**src/sv/adc_decimator_clip_detect_unit_assert.svh**
```systemverilog
// assertion macros shared by the decimator rtl
// depends on nothing; included by modules that carry concurrent checks
`ifndef ADC_DECIMATOR_CLIP_DETECT_UNIT_ASSERT_SVH
`define ADC_DECIMATOR_CLIP_DETECT_UNIT_ASSERT_SVH

// same-cycle implication, disabled during reset
`define ADCDC_ASSERT_IMPLY(lbl, clk, rst, ante, cons, msg) \
   lbl: assert property (@(posedge clk) disable iff (rst) (ante) |-> (cons)) \
      else $error(msg);

// next-cycle implication, disabled during reset
`define ADCDC_ASSERT_NEXT(lbl, clk, rst, ante, cons, msg) \
   lbl: assert property (@(posedge clk) disable iff (rst) (ante) |=> (cons)) \
      else $error(msg);

`endif

```
**src/sv/adcdc_pkg.sv**
```systemverilog
// shared types, constants and coefficient table of the adc decimator
// depends on nothing
package adcdc_pkg;

   localparam int ADC_W        = 12;
   localparam int SAMPLE_W     = 16;
   localparam int OUT_W        = 16;
   localparam int CLIP_LEVEL_W = 15;
   localparam int RUN_W        = 4;
   localparam int CSR_DATA_W   = 15;
   localparam int CSR_INDEX_W  = 1;
   localparam int FRAC_BITS    = 15;
   localparam int TABLE_LEN    = 31;

   localparam logic [CLIP_LEVEL_W-1:0] CLIP_LEVEL_RESET = 15'd32113;
   localparam logic [RUN_W-1:0]        CLIP_RUN_RESET   = 4'd7;
   localparam logic [RUN_W-1:0]        CLIP_COUNT_MAX   = 4'd15;

   // register indexes of the csr port
   typedef enum logic [CSR_INDEX_W-1:0] {
      CSR_CLIP_LEVEL = 1'b0,
      CSR_CLIP_RUN   = 1'b1
   } csr_index_type;

   typedef struct packed {
      logic [ADC_W-1:0] adc_sample;
   } req_payload_type;

   typedef struct packed {
      logic signed [OUT_W-1:0] filtered_sample;
      logic                    clip_flag;
   } rsp_payload_type;

   // control of the tap cell row
   typedef struct packed {
      logic shift;   // new sample enters the delay line
      logic load;    // delay line copied into the scan chain
      logic step;    // scan chain moves one cell toward the tail
   } cell_ctrl_type;

   // control of the shared multiply-accumulate unit
   typedef struct packed {
      logic clear;   // start a new sum
      logic mult_en; // multiply the tail sample this cycle
   } mac_ctrl_type;

   // symmetric lowpass table, q15
   localparam logic signed [31:0] LOWPASS_TABLE [TABLE_LEN] = '{
      -32'sd56, 32'sd0, 32'sd96, 32'sd0, -32'sd221, 32'sd0, 32'sd462, 32'sd0,
      -32'sd878, 32'sd0, 32'sd1609, 32'sd0, -32'sd3176, 32'sd0, 32'sd10342,
      32'sd16410, 32'sd10342, 32'sd0, -32'sd3176, 32'sd0, 32'sd1609, 32'sd0,
      -32'sd878, 32'sd0, 32'sd462, 32'sd0, -32'sd221, 32'sd0, 32'sd96, 32'sd0,
      -32'sd56
   };

   // taps past the end of the table get zero
   function automatic logic signed [31:0] lowpass_coef(input int idx);
      logic signed [31:0] coef;
      coef = '0;
      if (idx >= 0 && idx < TABLE_LEN) begin
         coef = LOWPASS_TABLE[idx];
      end
      return coef;
   endfunction

endpackage

```
**src/sv/adcdc_chan_if.sv**
```systemverilog
// valid/ready channel carrying one payload item per transfer
// depends on the payload types of adcdc_pkg, chosen at instantiation
interface adcdc_chan_if #(
   parameter type payload_type = logic
) ();

   logic        valid;
   logic        ready;
   payload_type payload;

   modport source (output valid, output payload, input ready);
   modport sink   (input valid, input payload, output ready);

endinterface

```
**src/sv/adcdc_tap_cell.sv**
```systemverilog
// one delay line cell: holds a stored sample and a scan copy of it
// depends on adcdc_pkg
module adcdc_tap_cell (
   input  logic                                  clock,
   input  logic                                  reset,
   input  adcdc_pkg::cell_ctrl_type              ctrl,
   input  logic signed [adcdc_pkg::SAMPLE_W-1:0] sample_prev,
   input  logic signed [adcdc_pkg::SAMPLE_W-1:0] scan_prev,
   output logic signed [adcdc_pkg::SAMPLE_W-1:0] sample,
   output logic signed [adcdc_pkg::SAMPLE_W-1:0] scan
);

   logic signed [adcdc_pkg::SAMPLE_W-1:0] sample_ff, sample_in;
   logic signed [adcdc_pkg::SAMPLE_W-1:0] scan_ff, scan_in;

   // delay line takes the neighbor's sample on every input transfer
   assign sample_in = ctrl.shift ? sample_prev : sample_ff;

   // scan copy is loaded from the updated sample, then walks to the tail
   always_comb begin
      scan_in = scan_ff;
      if (ctrl.load) begin
         scan_in = sample_in;
      end else if (ctrl.step) begin
         scan_in = scan_prev;
      end
   end

   always_ff @(posedge clock) begin
      if (reset) begin
         sample_ff <= '0;
      end else begin
         sample_ff <= sample_in;
      end
   end

   always_ff @(posedge clock) begin
      scan_ff <= scan_in;
   end

   assign sample = sample_ff;
   assign scan   = scan_ff;

endmodule

```
**src/sv/adcdc_mac.sv**
```systemverilog
// shared multiply-accumulate unit walking the tap chain one tap a cycle
// depends on adcdc_pkg for the coefficient table and control struct
module adcdc_mac #(
   parameter int COEF_WIDTH = 16,
   parameter int CNT_W      = 5,
   parameter int ACC_W      = 38
) (
   input  logic                                  clock,
   input  logic                                  reset,
   input  adcdc_pkg::mac_ctrl_type               ctrl,
   input  logic [CNT_W-1:0]                      coef_index,
   input  logic signed [adcdc_pkg::SAMPLE_W-1:0] tap_sample,
   output logic signed [ACC_W-1:0]               acc
);

   localparam int PROD_W = adcdc_pkg::SAMPLE_W + COEF_WIDTH;

   logic signed [31:0]         coef_full;
   logic signed [COEF_WIDTH-1:0] coef;
   logic signed [PROD_W-1:0]   prod_ff, prod_in;
   logic                       prod_vld_ff;
   logic signed [ACC_W-1:0]    acc_ff, acc_in;

   // coefficient for this tap, low bits sign-extended by the signed product
   assign coef_full = adcdc_pkg::lowpass_coef(int'(coef_index));
   assign coef      = coef_full[COEF_WIDTH-1:0];
   assign prod_in   = tap_sample * coef;

   // product register
   always_ff @(posedge clock) begin
      prod_ff <= prod_in;
   end

   always_ff @(posedge clock) begin
      if (reset) begin
         prod_vld_ff <= 1'b0;
      end else begin
         prod_vld_ff <= ctrl.mult_en;
      end
   end

   // accumulate registered products
   always_comb begin
      acc_in = acc_ff;
      if (ctrl.clear) begin
         acc_in = '0;
      end else if (prod_vld_ff) begin
         acc_in = acc_ff + ACC_W'(prod_ff);
      end
   end

   always_ff @(posedge clock) begin
      acc_ff <= acc_in;
   end

   assign acc = acc_ff;

endmodule

```
**src/sv/adc_decimator_clip_detect_unit.sv**
```systemverilog
// Sequence: the input that completes a decimation group starts the tap walk in S_MAC,
// followed by S_FINAL, S_OUT and the output register; other inputs are taken in S_IDLE.
// Throughput: one result per 2**DECIM_LOG2 inputs; no input is taken while a result is
// computed or waits on a stalled output, as the single shared multiplier steps the taps.
// Reset: synchronous active high; clears delay line, phase and run count, csrs to defaults.
module adc_decimator_clip_detect_unit #(
   parameter int TAP_COUNT  = 31,
   parameter int DECIM_LOG2 = 1,
   parameter int COEF_WIDTH = 16
) (
   input  logic                                   clock,
   input  logic                                   reset,
   adcdc_chan_if.sink                             req_if,
   adcdc_chan_if.source                           rsp_if,
   input  logic                                   csr_we,
   input  logic [adcdc_pkg::CSR_INDEX_W-1:0]      csr_index,
   input  logic [adcdc_pkg::CSR_DATA_W-1:0]       csr_wdata
);

`include "adc_decimator_clip_detect_unit_assert.svh"

   localparam int CNT_W  = (TAP_COUNT > 1) ? $clog2(TAP_COUNT) : 1;
   localparam int SUM_W  = adcdc_pkg::SAMPLE_W + COEF_WIDTH + $clog2(TAP_COUNT + 1);
   localparam int ACC_W  = (SUM_W > 32) ? SUM_W : 32;
   localparam int SW     = adcdc_pkg::SAMPLE_W;
   localparam int OW     = adcdc_pkg::OUT_W;
   localparam int FB     = adcdc_pkg::FRAC_BITS;
   localparam logic [CNT_W-1:0] LAST_TAP = CNT_W'(TAP_COUNT - 1);

   typedef enum logic [3:0] {
      S_IDLE  = 4'b0001,
      S_MAC   = 4'b0010,
      S_FINAL = 4'b0100,
      S_OUT   = 4'b1000
   } state_type;

   state_type                          state_ff, state_in;
   logic [CNT_W-1:0]                   count_ff, count_in;
   logic [DECIM_LOG2-1:0]              phase_ff, phase_in;
   logic [adcdc_pkg::RUN_W-1:0]        clip_count_ff, clip_count_in;
   logic [adcdc_pkg::CLIP_LEVEL_W-1:0] clip_level_ff, clip_level_in;
   logic [adcdc_pkg::RUN_W-1:0]        clip_run_ff, clip_run_in;
   logic                               rsp_vld_ff, rsp_vld_in;
   adcdc_pkg::rsp_payload_type         rsp_data_ff, rsp_data_in;

   logic                               req_xfer, start, slot_free, emit;
   logic signed [SW-1:0]               new_sample;
   logic signed [SW-1:0]               sample_w [TAP_COUNT];
   logic signed [SW-1:0]               scan_w   [TAP_COUNT];
   adcdc_pkg::cell_ctrl_type           cell_ctrl;
   adcdc_pkg::mac_ctrl_type            mac_ctrl;
   logic signed [ACC_W-1:0]            acc;
   logic signed [ACC_W-FB-1:0]         acc_shr;
   logic signed [OW-1:0]               y;
   logic [OW-1:0]                      mag;
   logic                               clipped;

   // input transfer and decimation phase
   assign req_if.ready = (state_ff == S_IDLE);
   assign req_xfer     = req_if.valid && req_if.ready;
   assign start        = req_xfer && (phase_ff == '1);
   assign phase_in     = req_xfer ? phase_ff + 1'b1 : phase_ff;

   // recenter and scale to q15: flipping the msb subtracts mid-scale
   assign new_sample = {~req_if.payload.adc_sample[adcdc_pkg::ADC_W-1],
                        req_if.payload.adc_sample[adcdc_pkg::ADC_W-2:0],
                        {(SW - adcdc_pkg::ADC_W){1'b0}}};

   // row of tap cells
   assign cell_ctrl.shift = req_xfer;
   assign cell_ctrl.load  = start;
   assign cell_ctrl.step  = (state_ff == S_MAC);

   for (genvar i = 0; i < TAP_COUNT; i++) begin : g_cell
      if (i == 0) begin : g_head
         adcdc_tap_cell u_cell (
            .clock       (clock),
            .reset       (reset),
            .ctrl        (cell_ctrl),
            .sample_prev (new_sample),
            .scan_prev   ({SW{1'b0}}),
            .sample      (sample_w[i]),
            .scan        (scan_w[i])
         );
      end else begin : g_body
         adcdc_tap_cell u_cell (
            .clock       (clock),
            .reset       (reset),
            .ctrl        (cell_ctrl),
            .sample_prev (sample_w[i-1]),
            .scan_prev   (scan_w[i-1]),
            .sample      (sample_w[i]),
            .scan        (scan_w[i])
         );
      end
   end

   // shared multiply-accumulate on the tail of the scan chain
   assign mac_ctrl.clear   = start;
   assign mac_ctrl.mult_en = (state_ff == S_MAC);

   adcdc_mac #(
      .COEF_WIDTH (COEF_WIDTH),
      .CNT_W      (CNT_W),
      .ACC_W      (ACC_W)
   ) u_mac (
      .clock      (clock),
      .reset      (reset),
      .ctrl       (mac_ctrl),
      .coef_index (count_ff),
      .tap_sample (scan_w[TAP_COUNT-1]),
      .acc        (acc)
   );

   // sequencer
   assign slot_free = !rsp_vld_ff || rsp_if.ready;
   assign emit      = (state_ff == S_OUT) && slot_free;

   always_comb begin
      state_in = state_ff;
      count_in = count_ff;
      unique case (state_ff)
         S_IDLE: begin
            if (start) begin
               state_in = S_MAC;
               count_in = '0;
            end
         end
         S_MAC: begin
            count_in = count_ff + 1'b1;
            if (count_ff == LAST_TAP) begin
               state_in = S_FINAL;
            end
         end
         S_FINAL: begin
            state_in = S_OUT;
         end
         S_OUT: begin
            if (slot_free) begin
               state_in = S_IDLE;
            end
         end
         default: begin
            state_in = S_IDLE;
         end
      endcase
   end

   // floor shift by 15 and saturate to 16 bits
   assign acc_shr = acc[ACC_W-1:FB];
   always_comb begin
      if (acc_shr[ACC_W-FB-1:OW-1] == '0 || acc_shr[ACC_W-FB-1:OW-1] == '1) begin
         y = acc_shr[OW-1:0];
      end else if (acc_shr[ACC_W-FB-1]) begin
         y = {1'b1, {(OW-1){1'b0}}};
      end else begin
         y = {1'b0, {(OW-1){1'b1}}};
      end
   end

   // clip run counter, saturating
   assign mag     = y[OW-1] ? OW'(-y) : OW'(y);
   assign clipped = (mag >= {1'b0, clip_level_ff});

   always_comb begin
      clip_count_in = clip_count_ff;
      if (emit) begin
         if (!clipped) begin
            clip_count_in = '0;
         end else if (clip_count_ff != adcdc_pkg::CLIP_COUNT_MAX) begin
            clip_count_in = clip_count_ff + 1'b1;
         end
      end
   end

   // output register
   always_comb begin
      rsp_data_in = rsp_data_ff;
      rsp_vld_in  = rsp_vld_ff && !rsp_if.ready;
      if (emit) begin
         rsp_vld_in                  = 1'b1;
         rsp_data_in.filtered_sample = y;
         rsp_data_in.clip_flag       = (clip_count_in >= clip_run_ff);
      end
   end

   // csr writes
   always_comb begin
      clip_level_in = clip_level_ff;
      clip_run_in   = clip_run_ff;
      if (csr_we) begin
         unique case (csr_index)
            adcdc_pkg::CSR_CLIP_LEVEL: begin
               clip_level_in = csr_wdata[adcdc_pkg::CLIP_LEVEL_W-1:0];
            end
            adcdc_pkg::CSR_CLIP_RUN: begin
               clip_run_in = csr_wdata[adcdc_pkg::RUN_W-1:0];
            end
            default: begin
            end
         endcase
      end
   end

   always_ff @(posedge clock) begin
      if (reset) begin
         state_ff      <= S_IDLE;
         count_ff      <= '0;
         phase_ff      <= '0;
         clip_count_ff <= '0;
         clip_level_ff <= adcdc_pkg::CLIP_LEVEL_RESET;
         clip_run_ff   <= adcdc_pkg::CLIP_RUN_RESET;
         rsp_vld_ff    <= 1'b0;
      end else begin
         state_ff      <= state_in;
         count_ff      <= count_in;
         phase_ff      <= phase_in;
         clip_count_ff <= clip_count_in;
         clip_level_ff <= clip_level_in;
         clip_run_ff   <= clip_run_in;
         rsp_vld_ff    <= rsp_vld_in;
      end
   end

   always_ff @(posedge clock) begin
      rsp_data_ff <= rsp_data_in;
   end

   assign rsp_if.valid   = rsp_vld_ff;
   assign rsp_if.payload = rsp_data_ff;

   // checks
   `ADCDC_ASSERT_NEXT(a_start_mac, clock, reset, start, (state_ff == S_MAC) && (count_ff == '0), "group-completing input did not start the tap walk")
   `ADCDC_ASSERT_NEXT(a_walk_end, clock, reset, (state_ff == S_MAC) && (count_ff == LAST_TAP), state_ff == S_FINAL, "tap walk did not end after the last tap")
   `ADCDC_ASSERT_NEXT(a_emit_valid, clock, reset, emit, rsp_if.valid, "finished result not presented")

endmodule

```
**src/flat_wrapper.sv**
```systemverilog
// flat-port wrapper written by rule: the top's interface ports become plain ports
module adc_decimator_clip_detect_unit_flat 
#(
   parameter int TAP_COUNT  = 31,
   parameter int DECIM_LOG2 = 1,
   parameter int COEF_WIDTH = 16
)
  (clock, reset, csr_we, csr_index, csr_wdata, req_if_valid, req_if_payload, req_if_ready, rsp_if_valid, rsp_if_payload, rsp_if_ready);
  adcdc_chan_if #(.payload_type(adcdc_pkg::req_payload_type)) req_if_i ();
  adcdc_chan_if #(.payload_type(adcdc_pkg::rsp_payload_type)) rsp_if_i ();
  input  logic clock;
  input  logic reset;
  input  logic csr_we;
  input  logic [adcdc_pkg::CSR_INDEX_W-1:0] csr_index;
  input  logic [adcdc_pkg::CSR_DATA_W-1:0] csr_wdata;
  input wire logic [$bits(req_if_i.valid)-1:0] req_if_valid;
  input wire logic [$bits(req_if_i.payload)-1:0] req_if_payload;
  output wire logic [$bits(req_if_i.ready)-1:0] req_if_ready;
  output wire logic [$bits(rsp_if_i.valid)-1:0] rsp_if_valid;
  output wire logic [$bits(rsp_if_i.payload)-1:0] rsp_if_payload;
  input wire logic [$bits(rsp_if_i.ready)-1:0] rsp_if_ready;
  assign req_if_i.valid = req_if_valid;
  assign req_if_i.payload = req_if_payload;
  assign req_if_ready = req_if_i.ready;
  assign rsp_if_valid = rsp_if_i.valid;
  assign rsp_if_payload = rsp_if_i.payload;
  assign rsp_if_i.ready = rsp_if_ready;
  adc_decimator_clip_detect_unit #(.TAP_COUNT(TAP_COUNT), .DECIM_LOG2(DECIM_LOG2), .COEF_WIDTH(COEF_WIDTH)) u_core (.clock(clock), .reset(reset), .req_if(req_if_i), .rsp_if(rsp_if_i), .csr_we(csr_we), .csr_index(csr_index), .csr_wdata(csr_wdata));
endmodule
```
**config.mk**
```make
export PLATFORM = sky130hd
export DESIGN_NAME = adc_decimator_clip_detect_unit_flat
export DESIGN_NICKNAME = d
export VERILOG_FILES = /design/src/sv/adcdc_pkg.sv /design/src/sv/adcdc_chan_if.sv /design/src/sv/adcdc_tap_cell.sv /design/src/sv/adcdc_mac.sv /design/src/sv/adc_decimator_clip_detect_unit.sv /design/src/flat_wrapper.sv
export VERILOG_INCLUDE_DIRS = /design/src /design/src/sv
export SDC_FILE = /design/constraint.sdc
export NUM_CORES = 2
export LEC_CHECK = 0
export ABC_AREA = 1
export BUFFER_PORTS_ARGS = -buffer_cell sky130_fd_sc_hd__clkbuf_2
export CORE_UTILIZATION = 46
export CTS_BUF_LIST = sky130_fd_sc_hd__clkbuf_4
export DETAILED_ROUTE_END_ITERATION = 10
export GPL_TIMING_DRIVEN = 0
export PLACE_DENSITY = 0.59
export SLEW_MARGIN = 20
export SYNTH_ARGS = -nofsm -noshare
export SYNTH_HDL_FRONTEND = slang
export SYNTH_SLANG_ARGS = --single-unit
```
**constraint.sdc**
```tcl
create_clock -name clock -period 18.7 [get_ports clock]
set_input_delay 3.74 -clock clock [delete_from_list [all_inputs] [get_ports clock]]
set_output_delay 3.74 -clock clock [all_outputs]
set_load 0.03 [all_outputs]
```
Word level (Yosys, flattened, before mapping)

Memory sizes are Yosys's and may differ from the RTL's.
Cells that the tools add are included.

Memories kept: 1
Logic and storage cells: 222
Output and inout bits: 19
Memory bits (read-only): 1024
Flip-flop bits (word level): 1113

Memories:

| memory          | depth | bits a word | read ports | clocked after memory_dff | write ports | RTL line        | text |
|---|---|---|---|---|---|---|---|
| (no name shown) | 32    | 32          | 1          | 0                        | 0           | adcdc_pkg.sv:61 | `coef = LOWPASS_TABLE[idx];` |

Equal/unequal tests: 10
Reduce and logical (&&, ||, !) cells: 15
Magnitude comparators: 4
$mul: 1
Multiplexer cells: 109
$add $sub $neg: 5
Bitwise gates (word level): 3

Operators by type and width:

| kind                                                  | count |
|---|---|
| 2-to-1 mux 16 bit                                     | 99 |
| adder 37 x 32 -> 37 bit                               | 1 |
| >= comparator 32 x 6 -> 1 bit (second input constant) | 1 |
| multiplier 16 x 16 -> 32 bit                          | 1 |
| NOT 5 -> 32 bit                                       | 1 |
| 2-to-1 mux 4 bit                                      | 6 |
| >= comparator 16 x 15 -> 1 bit                        | 1 |
| negation 16 bit                                       | 1 |
| one-hot mux 4 bit (4 select lines)                    | 1 |
| one-hot mux 5 bit (2 select lines)                    | 1 |
| == test 7 bit (second input constant)                 | 1 |
| zero test 7 bit                                       | 1 |
| AND reduction 2 bit                                   | 3 |
| adder 5 x 1 -> 5 bit (second input constant)          | 1 |
| == test 5 bit (second input constant)                 | 1 |
| less-than comparator 5 bit (second input constant)    | 1 |
| 2-to-1 mux 5 bit                                      | 1 |
| adder 4 x 1 -> 4 bit (second input constant)          | 1 |
| == test 4 x 1 -> 1 bit (second input constant)        | 1 |
| == test 4 x 2 -> 1 bit (second input constant)        | 1 |
| == test 4 x 3 -> 1 bit (second input constant)        | 1 |
| == test 4 bit (second input constant)                 | 1 |
| >= comparator 4 bit                                   | 1 |
| logical AND 1 bit                                     | 4 |
| other kinds (10)                                      | 15 |

Longest topological paths before layout

Depth after elaboration: 9
Gate-level depth with buffers: 35
Gate-level depth less buffers: 34

By module

A second synthesis with hierarchy kept.

Cell total of the unflattened synthesis: 8260
Area, all modules: 67095.6 um^2

By module, submodules not included:

| module                         | seq. area each (um^2) | cells an instance | times used | area an instance (um^2) |
|---|---|---|---|---|
| adcdc_tap_cell                 | 800.8                 | 187               | 31         | 1577.8 |
| adcdc_mac                      | 1401.3                | 2057              | 1          | 15160.8 |
| adc_decimator_clip_detect_unit | 1191.1                | 406               | 1          | 3024.2 |

Worst setup path after synthesis

OpenSTA, ideal clock, no wires.

Path kind: input to register
Start point: in req_if_valid
End point: reg u_core.count_ff[1]
Required time: 18.575 ns
Cell stages on the path: 8
Data arrival time: 16.360 ns
Setup time: 0.125 ns
Path slack: 2.215 ns
Cell sequence: clkbuf_1 nand2_2 nor2_4 inv_2 buf_2 nand2_1 inv_1 a32o_1

Cells in the longest elaborated chain, start to end: 4

Ends and longest elaborated chain:

| element                         | RTL line                              | text |
|---|---|---|
| from (decl)                     | flat_wrapper.sv:16                    | `input wire logic [$bits(req_if_i.valid)-1:0] req_if_valid;` |
| logical AND 1 bit               | adc_decimator_clip_detect_unit.sv:60  | `assign req_xfer = req_if.valid && req_if.ready;` |
| logical AND 1 bit               | adc_decimator_clip_detect_unit.sv:61  | `assign start = req_xfer && (phase_ff == '1);` |
| inequality test 2 bit (no line) | -                                     |  |
| AND reduction 2 bit (no line)   | -                                     |  |
| to (signal assigned)            | adc_decimator_clip_detect_unit.sv:216 | `count_ff <= count_in;` |
| to (decl)                       | adc_decimator_clip_detect_unit.sv:38  | `logic [CNT_W-1:0] count_ff, count_in;` |

Every way passes these cells.
A chain may end at the register's enable or synchronous reset.

Final worst setup path

Start point: reg u_core.count_ff[0]
End point: reg u_core.u_mac.prod_ff[20]

Cells in the longest elaborated chain, start to end: 6
Elaborated cells between the ends (all ways): 7
Classes of those cells: mul: 1; order compare: 1; mux: 3; bitwise: 1; memory: 1

Ends and longest elaborated chain:

| element                                              | RTL line        | text |
|---|---|---|
| NOT 5 -> 32 bit (implied by the code)                | adcdc_pkg.sv:61 |  |
| memory (32 x 32 bit)                                 | -               |  |
| 2-to-1 mux 16 bit (implied by the code) (2 in a row) | adcdc_pkg.sv:61 |  |
| 2-to-1 mux 16 bit *                                  | adcdc_pkg.sv:60 | `if (idx >= 0 && idx < TABLE_LEN) begin` |
| multiplier 16 x 16 -> 32 bit *                       | adcdc_mac.sv:27 | `assign prod_in = tap_sample * coef;` |
| named net u_core.u_mac.prod_in[20]                   | adcdc_mac.sv:20 | `logic signed [PROD_W-1:0] prod_ff, prod_in;` |
| to (signal assigned)                                 | adcdc_mac.sv:31 | `prod_ff <= prod_in;` |
| to (decl)                                            | adcdc_mac.sv:20 |  |

The timed path passes the listed nets; every way through them passes the cells marked *. The select of a mux whose other input is x is not followed.

==> metrics.md <==
| Metric | Value |
|---|---|
| Prevailing post-synth register cell | `sky130_fd_sc_hd__dfxtp_1` |
| Worst EP required | `~20 ns` |
| Violation count after the first detailed-route iteration | `approximately 2.8k` |
| Clock tree from TritonCTS | `yes` |
| Routed length per placed instance | `17.3 um` |
| Rel. slew slack | `approximately 33%` |
| Setup skew after layout | `0.0953 ns` |
| Post-DRT Antenna Nets | `0` |
| Count of port buffers added during placement | `50` |
| Number of hold-repair buffers added at the cts stage | `0` |
| Slew at the pin with the worst max-slew slack | `roughly 1.0 ns` |
| Critical Path Start | `u_core.count_ff[0]` |
| Number of violations of the max-capacitance limit | `0` |
| Synth area leaders | `sky130_fd_sc_hd__edfxtp_1, sky130_fd_sc_hd__dfxtp_1, sky130_fd_sc_hd__fa_1` |
| Total number of nets in the final design | `roughly 6.7k` |
| Top cell type's share of synthesized area | `between 20% and 30%` |
| Total power density per cell area | `around 150 mW/mm^2` |
| Total via count after detailed routing | `~40k` |
| Pre-antenna DRT Iters | `8` |
| Maximum count of clock buffers along a single path | `4` |
| Overall Global Routing Usage | `about a quarter` |
| Post-CTS Repair Setup Buffers | `0` |
| Mean area per synthesized cell | `9.15 sq um` |
| Number of enable-type register cells in the synthesized netlist | `513` |
| Residual overflow from global routing | `0` |
| CTS Sinks | `1,097` |
| Area of the core | `about 0.11 sq mm` |
| Crit-path most repeated cell | `sky130_fd_sc_hd__inv_1` |
| Startpoint of the tightest hold check path | `u_core.g_cell[7].g_body.u_cell.scan[13]` |
| Sequential area share after synthesis | `50.5%` |
| Library cells used by synthesis | `51` |
| Fillers | `10.9k` |
| Delay of the slowest cell on the worst path | `between 0.5 and 0.6 ns` |
| Via/cell ratio | `5.09` |
| Leak Pwr | `25.4 nW` |
| Row cnt | `approximately 120` |
| Horizontal extent of the die | `~340 um` |
| Maximum number of pins on one net before global-route repair | `56` |
| Type of element capturing the critical path | `flop` |
| Share of synthesized registers carrying an async set or reset | `0%` |
| P&R area growth vs syn | `11.7%` |
| Worst path slowest cell | `sky130_fd_sc_hd__fa_1` |
| Highest ir drop seen on vdd | `about 0.00019 V` |
| Wire length of the first global-routing pass | `222 mm` |
| Register bit count reported by yosys | `approximately 1.1k` |
| Run status | `complete, no violations` |
| Die area | `approximately 0.12 sq mm` |
| Cts repair resizes | `0` |
| WS Path Type | `flop to flop` |
| Post-Place Worst Slack | `10.87 ns` |
| Initial core utilization | `46.7%` |
| Library cell with the largest summed area after synthesis | `sky130_fd_sc_hd__edfxtp_1` |
| Total CTS buffers | `303` |
| Worst min-delay path class | `flop to flop` |
| H-Tree Level Count | `5` |
| Final Hold Viols | `0` |
| Via count of the first global-routing pass | `approximately 42k` |
| Count of warnings emitted by yosys | `0` |
| Clock insertion delay at the later pin of the skew report | `approximately 1.2 ns` |
| RD Place Congestion | `just under 0.9` |
| Type of origin of the critical path | `flop` |
| Crit-path max FO | `10` |
| Post-placement cell count | `approximately 7.4k` |
| Cell area after technology mapping | `0.0537 sq mm` |
| Post-route fraction of the period consumed by the critical path | `~43%` |
| Startpoint of the most critical register-to-register path | `u_core.count_ff[0]` |
| Number of top-level pins | `between 50 and 60` |
| Shortest clock period the worst path allows after layout | `about 8 ns` |
| DRC violation count after routing | `0` |
| Share of cells above drive strength 1 | `between 9 and 10%` |
| Detailed-route wire length | `roughly 140 mm` |
| Final setup margin | `roughly 11 ns` |
| RSZ-0062 raised after global routing | `false` |
| Clock tree root driver cell | `sky130_fd_sc_hd__clkbuf_4` |
| Gate Count Post-Synth | `5,864` |
| Antenna violations before repair | `3` |
| Die height | `~340 um` |
| Register clock-pin slew on the reported worst setup and hold paths | `around 0.06 ns` |
| Final number of setup-violating endpoints | `0` |
| Max-slew violation count | `0` |
| Maximum achievable frequency | `about 130 MHz` |
| Crit path arrival time | `9.03 ns` |
| Hpwl dp | `~100 mm` |
| Post-route non-filler standard cell count | `between 7k and 8k` |
[flip-flops by register name, indices dropped and copies added, names as in the netlist, 4 cells and up]
name                                count
u_core.count_ff                         5
u_core.g_cell.g_body.u_cell.sample    464
u_core.u_mac.acc                       37
u_core.clip_run_ff                      4
u_core.g_cell.g_head.u_cell.sample     16
u_core.g_cell.g_head.u_cell.scan       16
u_core.state_ff                         4
u_core.rsp_if.payload                  17
u_core.clip_count_ff                    4
u_core.u_mac.prod_ff                   32
u_core.g_cell.g_body.u_cell.scan      480
u_core.clip_level_ff                   15
[worst paths after layout]
kind         cells after the start  slack (ns)                                      end
max                             32       10.70                 u_core.u_mac.prod_ff[20]
min                              2        0.44  u_core.g_cell[8].g_body.u_cell.scan[13]
max reg2reg                     32       10.70                 u_core.u_mac.prod_ff[20]
min reg2reg                      2        0.44  u_core.g_cell[8].g_body.u_cell.scan[13]
[worst max-delay path: cells and delay by family (launching register included)]
family / cells / cell delay, ns
adders and majority gates: 8 / 3.82
buffers and inverters: 10 / 1.35
xor gates and xnor gates: 1 / 0.18
and+or+nand+nor: 8 / 1.23
DFF: 1 / 0.37
AOI/OAI and AO/OA: 5 / 0.94
[cell type report]
cell class	instances	area, sq um	area share (%)
repair buffers	60	495	0.826
flip-flops and latches	1097	27100	45.2
diodes	5	12.5	0.0209
plain buffers	325	1310	2.18
inverters	994	3730	6.22
multi-input cells	3451	21600	35.9
clock inverters	48	245	0.409
clock buffers	485	3640	6.07
well taps	1512	1890	3.15
[per-stage QoR]
stage / hold slack, ns / power, W / area [sq um] / setup TNS, ns / util, %
finish: 0.444 / 0.00893 / 60000 / 0 / 52.2
global route: 0.466 / 0.00967 / 60000 / 0 / 52.2
CTS: 0.443 / 0.00901 / 60000 / 0 / 52.2
detailed placement: 0.439 / 0.00674 / 56100 / 0 / 48.8
global placement: 0.435 / 0.00683 / 55800 / -1791.86 / 48.6
floorplan: 0.425 / 0.00578 / 53700 / 0 / -
[synth_stat cells, types with 16 or more instances]
library cell,instances
sky130_fd_sc_hd__fa_1,263
sky130_fd_sc_hd__ha_1,142
sky130_fd_sc_hd__o21ai_1,44
sky130_fd_sc_hd__o21bai_1,19
sky130_fd_sc_hd__a31oi_1,17
sky130_fd_sc_hd__dfxtp_1,584
sky130_fd_sc_hd__xor2_1,45
sky130_fd_sc_hd__a211oi_1,16
sky130_fd_sc_hd__nand2_1,799
sky130_fd_sc_hd__xnor2_1,29
sky130_fd_sc_hd__o21ai_0,992
sky130_fd_sc_hd__buf_2,50
sky130_fd_sc_hd__o211ai_1,26
sky130_fd_sc_hd__inv_1,983
sky130_fd_sc_hd__a21oi_1,580
sky130_fd_sc_hd__edfxtp_1,513
sky130_fd_sc_hd__clkbuf_1,261
sky130_fd_sc_hd__nor2_1,327
sky130_fd_sc_hd__nand3_1,53
[power breakdown]
part,switching (W),internal [W]
Clock,0.000974,0.00120
Combinational,0.00237,0.00144
Sequential,0.000116,0.00283
[kinds of logic after synthesis]
group / after synthesis / synth area share (%)
buffers and inverters: 1319 / 9.38
XOR/XNOR: 74 / 1.21
adder cells (fa/ha/maj): 405 / 13.1
flip-flops: 1097 / 50.5
AO/OA/AOI/OAI: 1735 / 16.7
other: 1 / 0.00699
AND/OR/NAND/NOR: 1233 / 9.05
[per-layer routing]
layer	global-route usage, %	wire length, um	up-vias	part of all wire (%)
li1	-	-	20100	-
met1	31.2	61200	19400	44
met2	39.8	66500	938	48
met3	4.11	6360	249	4.6
met4	9.18	4240	0	3.1
met5	0	0	-	0
[cells in the final DEF (no fill, tap or decap), types with 4 or more instances in the layout]
master / instances
sky130_fd_sc_hd__edfxtp_1: 513
sky130_fd_sc_hd__xnor2_1: 29
sky130_fd_sc_hd__nand4_1: 15
sky130_fd_sc_hd__clkinv_1: 46
sky130_fd_sc_hd__nor4_1: 5
sky130_fd_sc_hd__nor3_1: 11
sky130_fd_sc_hd__dfxtp_1: 584
sky130_fd_sc_hd__diode_2: 5
sky130_fd_sc_hd__a21oi_1: 580
sky130_fd_sc_hd__buf_2: 50
sky130_fd_sc_hd__inv_1: 983
sky130_fd_sc_hd__o21ai_0: 991
sky130_fd_sc_hd__o21bai_1: 19
sky130_fd_sc_hd__clkbuf_4: 485
sky130_fd_sc_hd__conb_1: 4
sky130_fd_sc_hd__xor2_1: 45
sky130_fd_sc_hd__buf_16: 6
sky130_fd_sc_hd__nor2_1: 327
sky130_fd_sc_hd__o221ai_1: 7
sky130_fd_sc_hd__buf_1: 10
sky130_fd_sc_hd__clkbuf_2: 50
sky130_fd_sc_hd__nand2_1: 798
sky130_fd_sc_hd__o211ai_1: 26
sky130_fd_sc_hd__a211oi_1: 16
sky130_fd_sc_hd__nand3_2: 5
sky130_fd_sc_hd__ha_1: 142
sky130_fd_sc_hd__a31oi_1: 17
sky130_fd_sc_hd__a21boi_0: 4
sky130_fd_sc_hd__a21o_1: 13
sky130_fd_sc_hd__inv_2: 6
sky130_fd_sc_hd__fa_1: 263
sky130_fd_sc_hd__nand2_2: 4
sky130_fd_sc_hd__o21ai_1: 45
sky130_fd_sc_hd__buf_12: 4
sky130_fd_sc_hd__nand3_1: 53
sky130_fd_sc_hd__nor2_2: 4
sky130_fd_sc_hd__clkbuf_1: 261
Note: power is estimated with default switching activity, not from simulation.
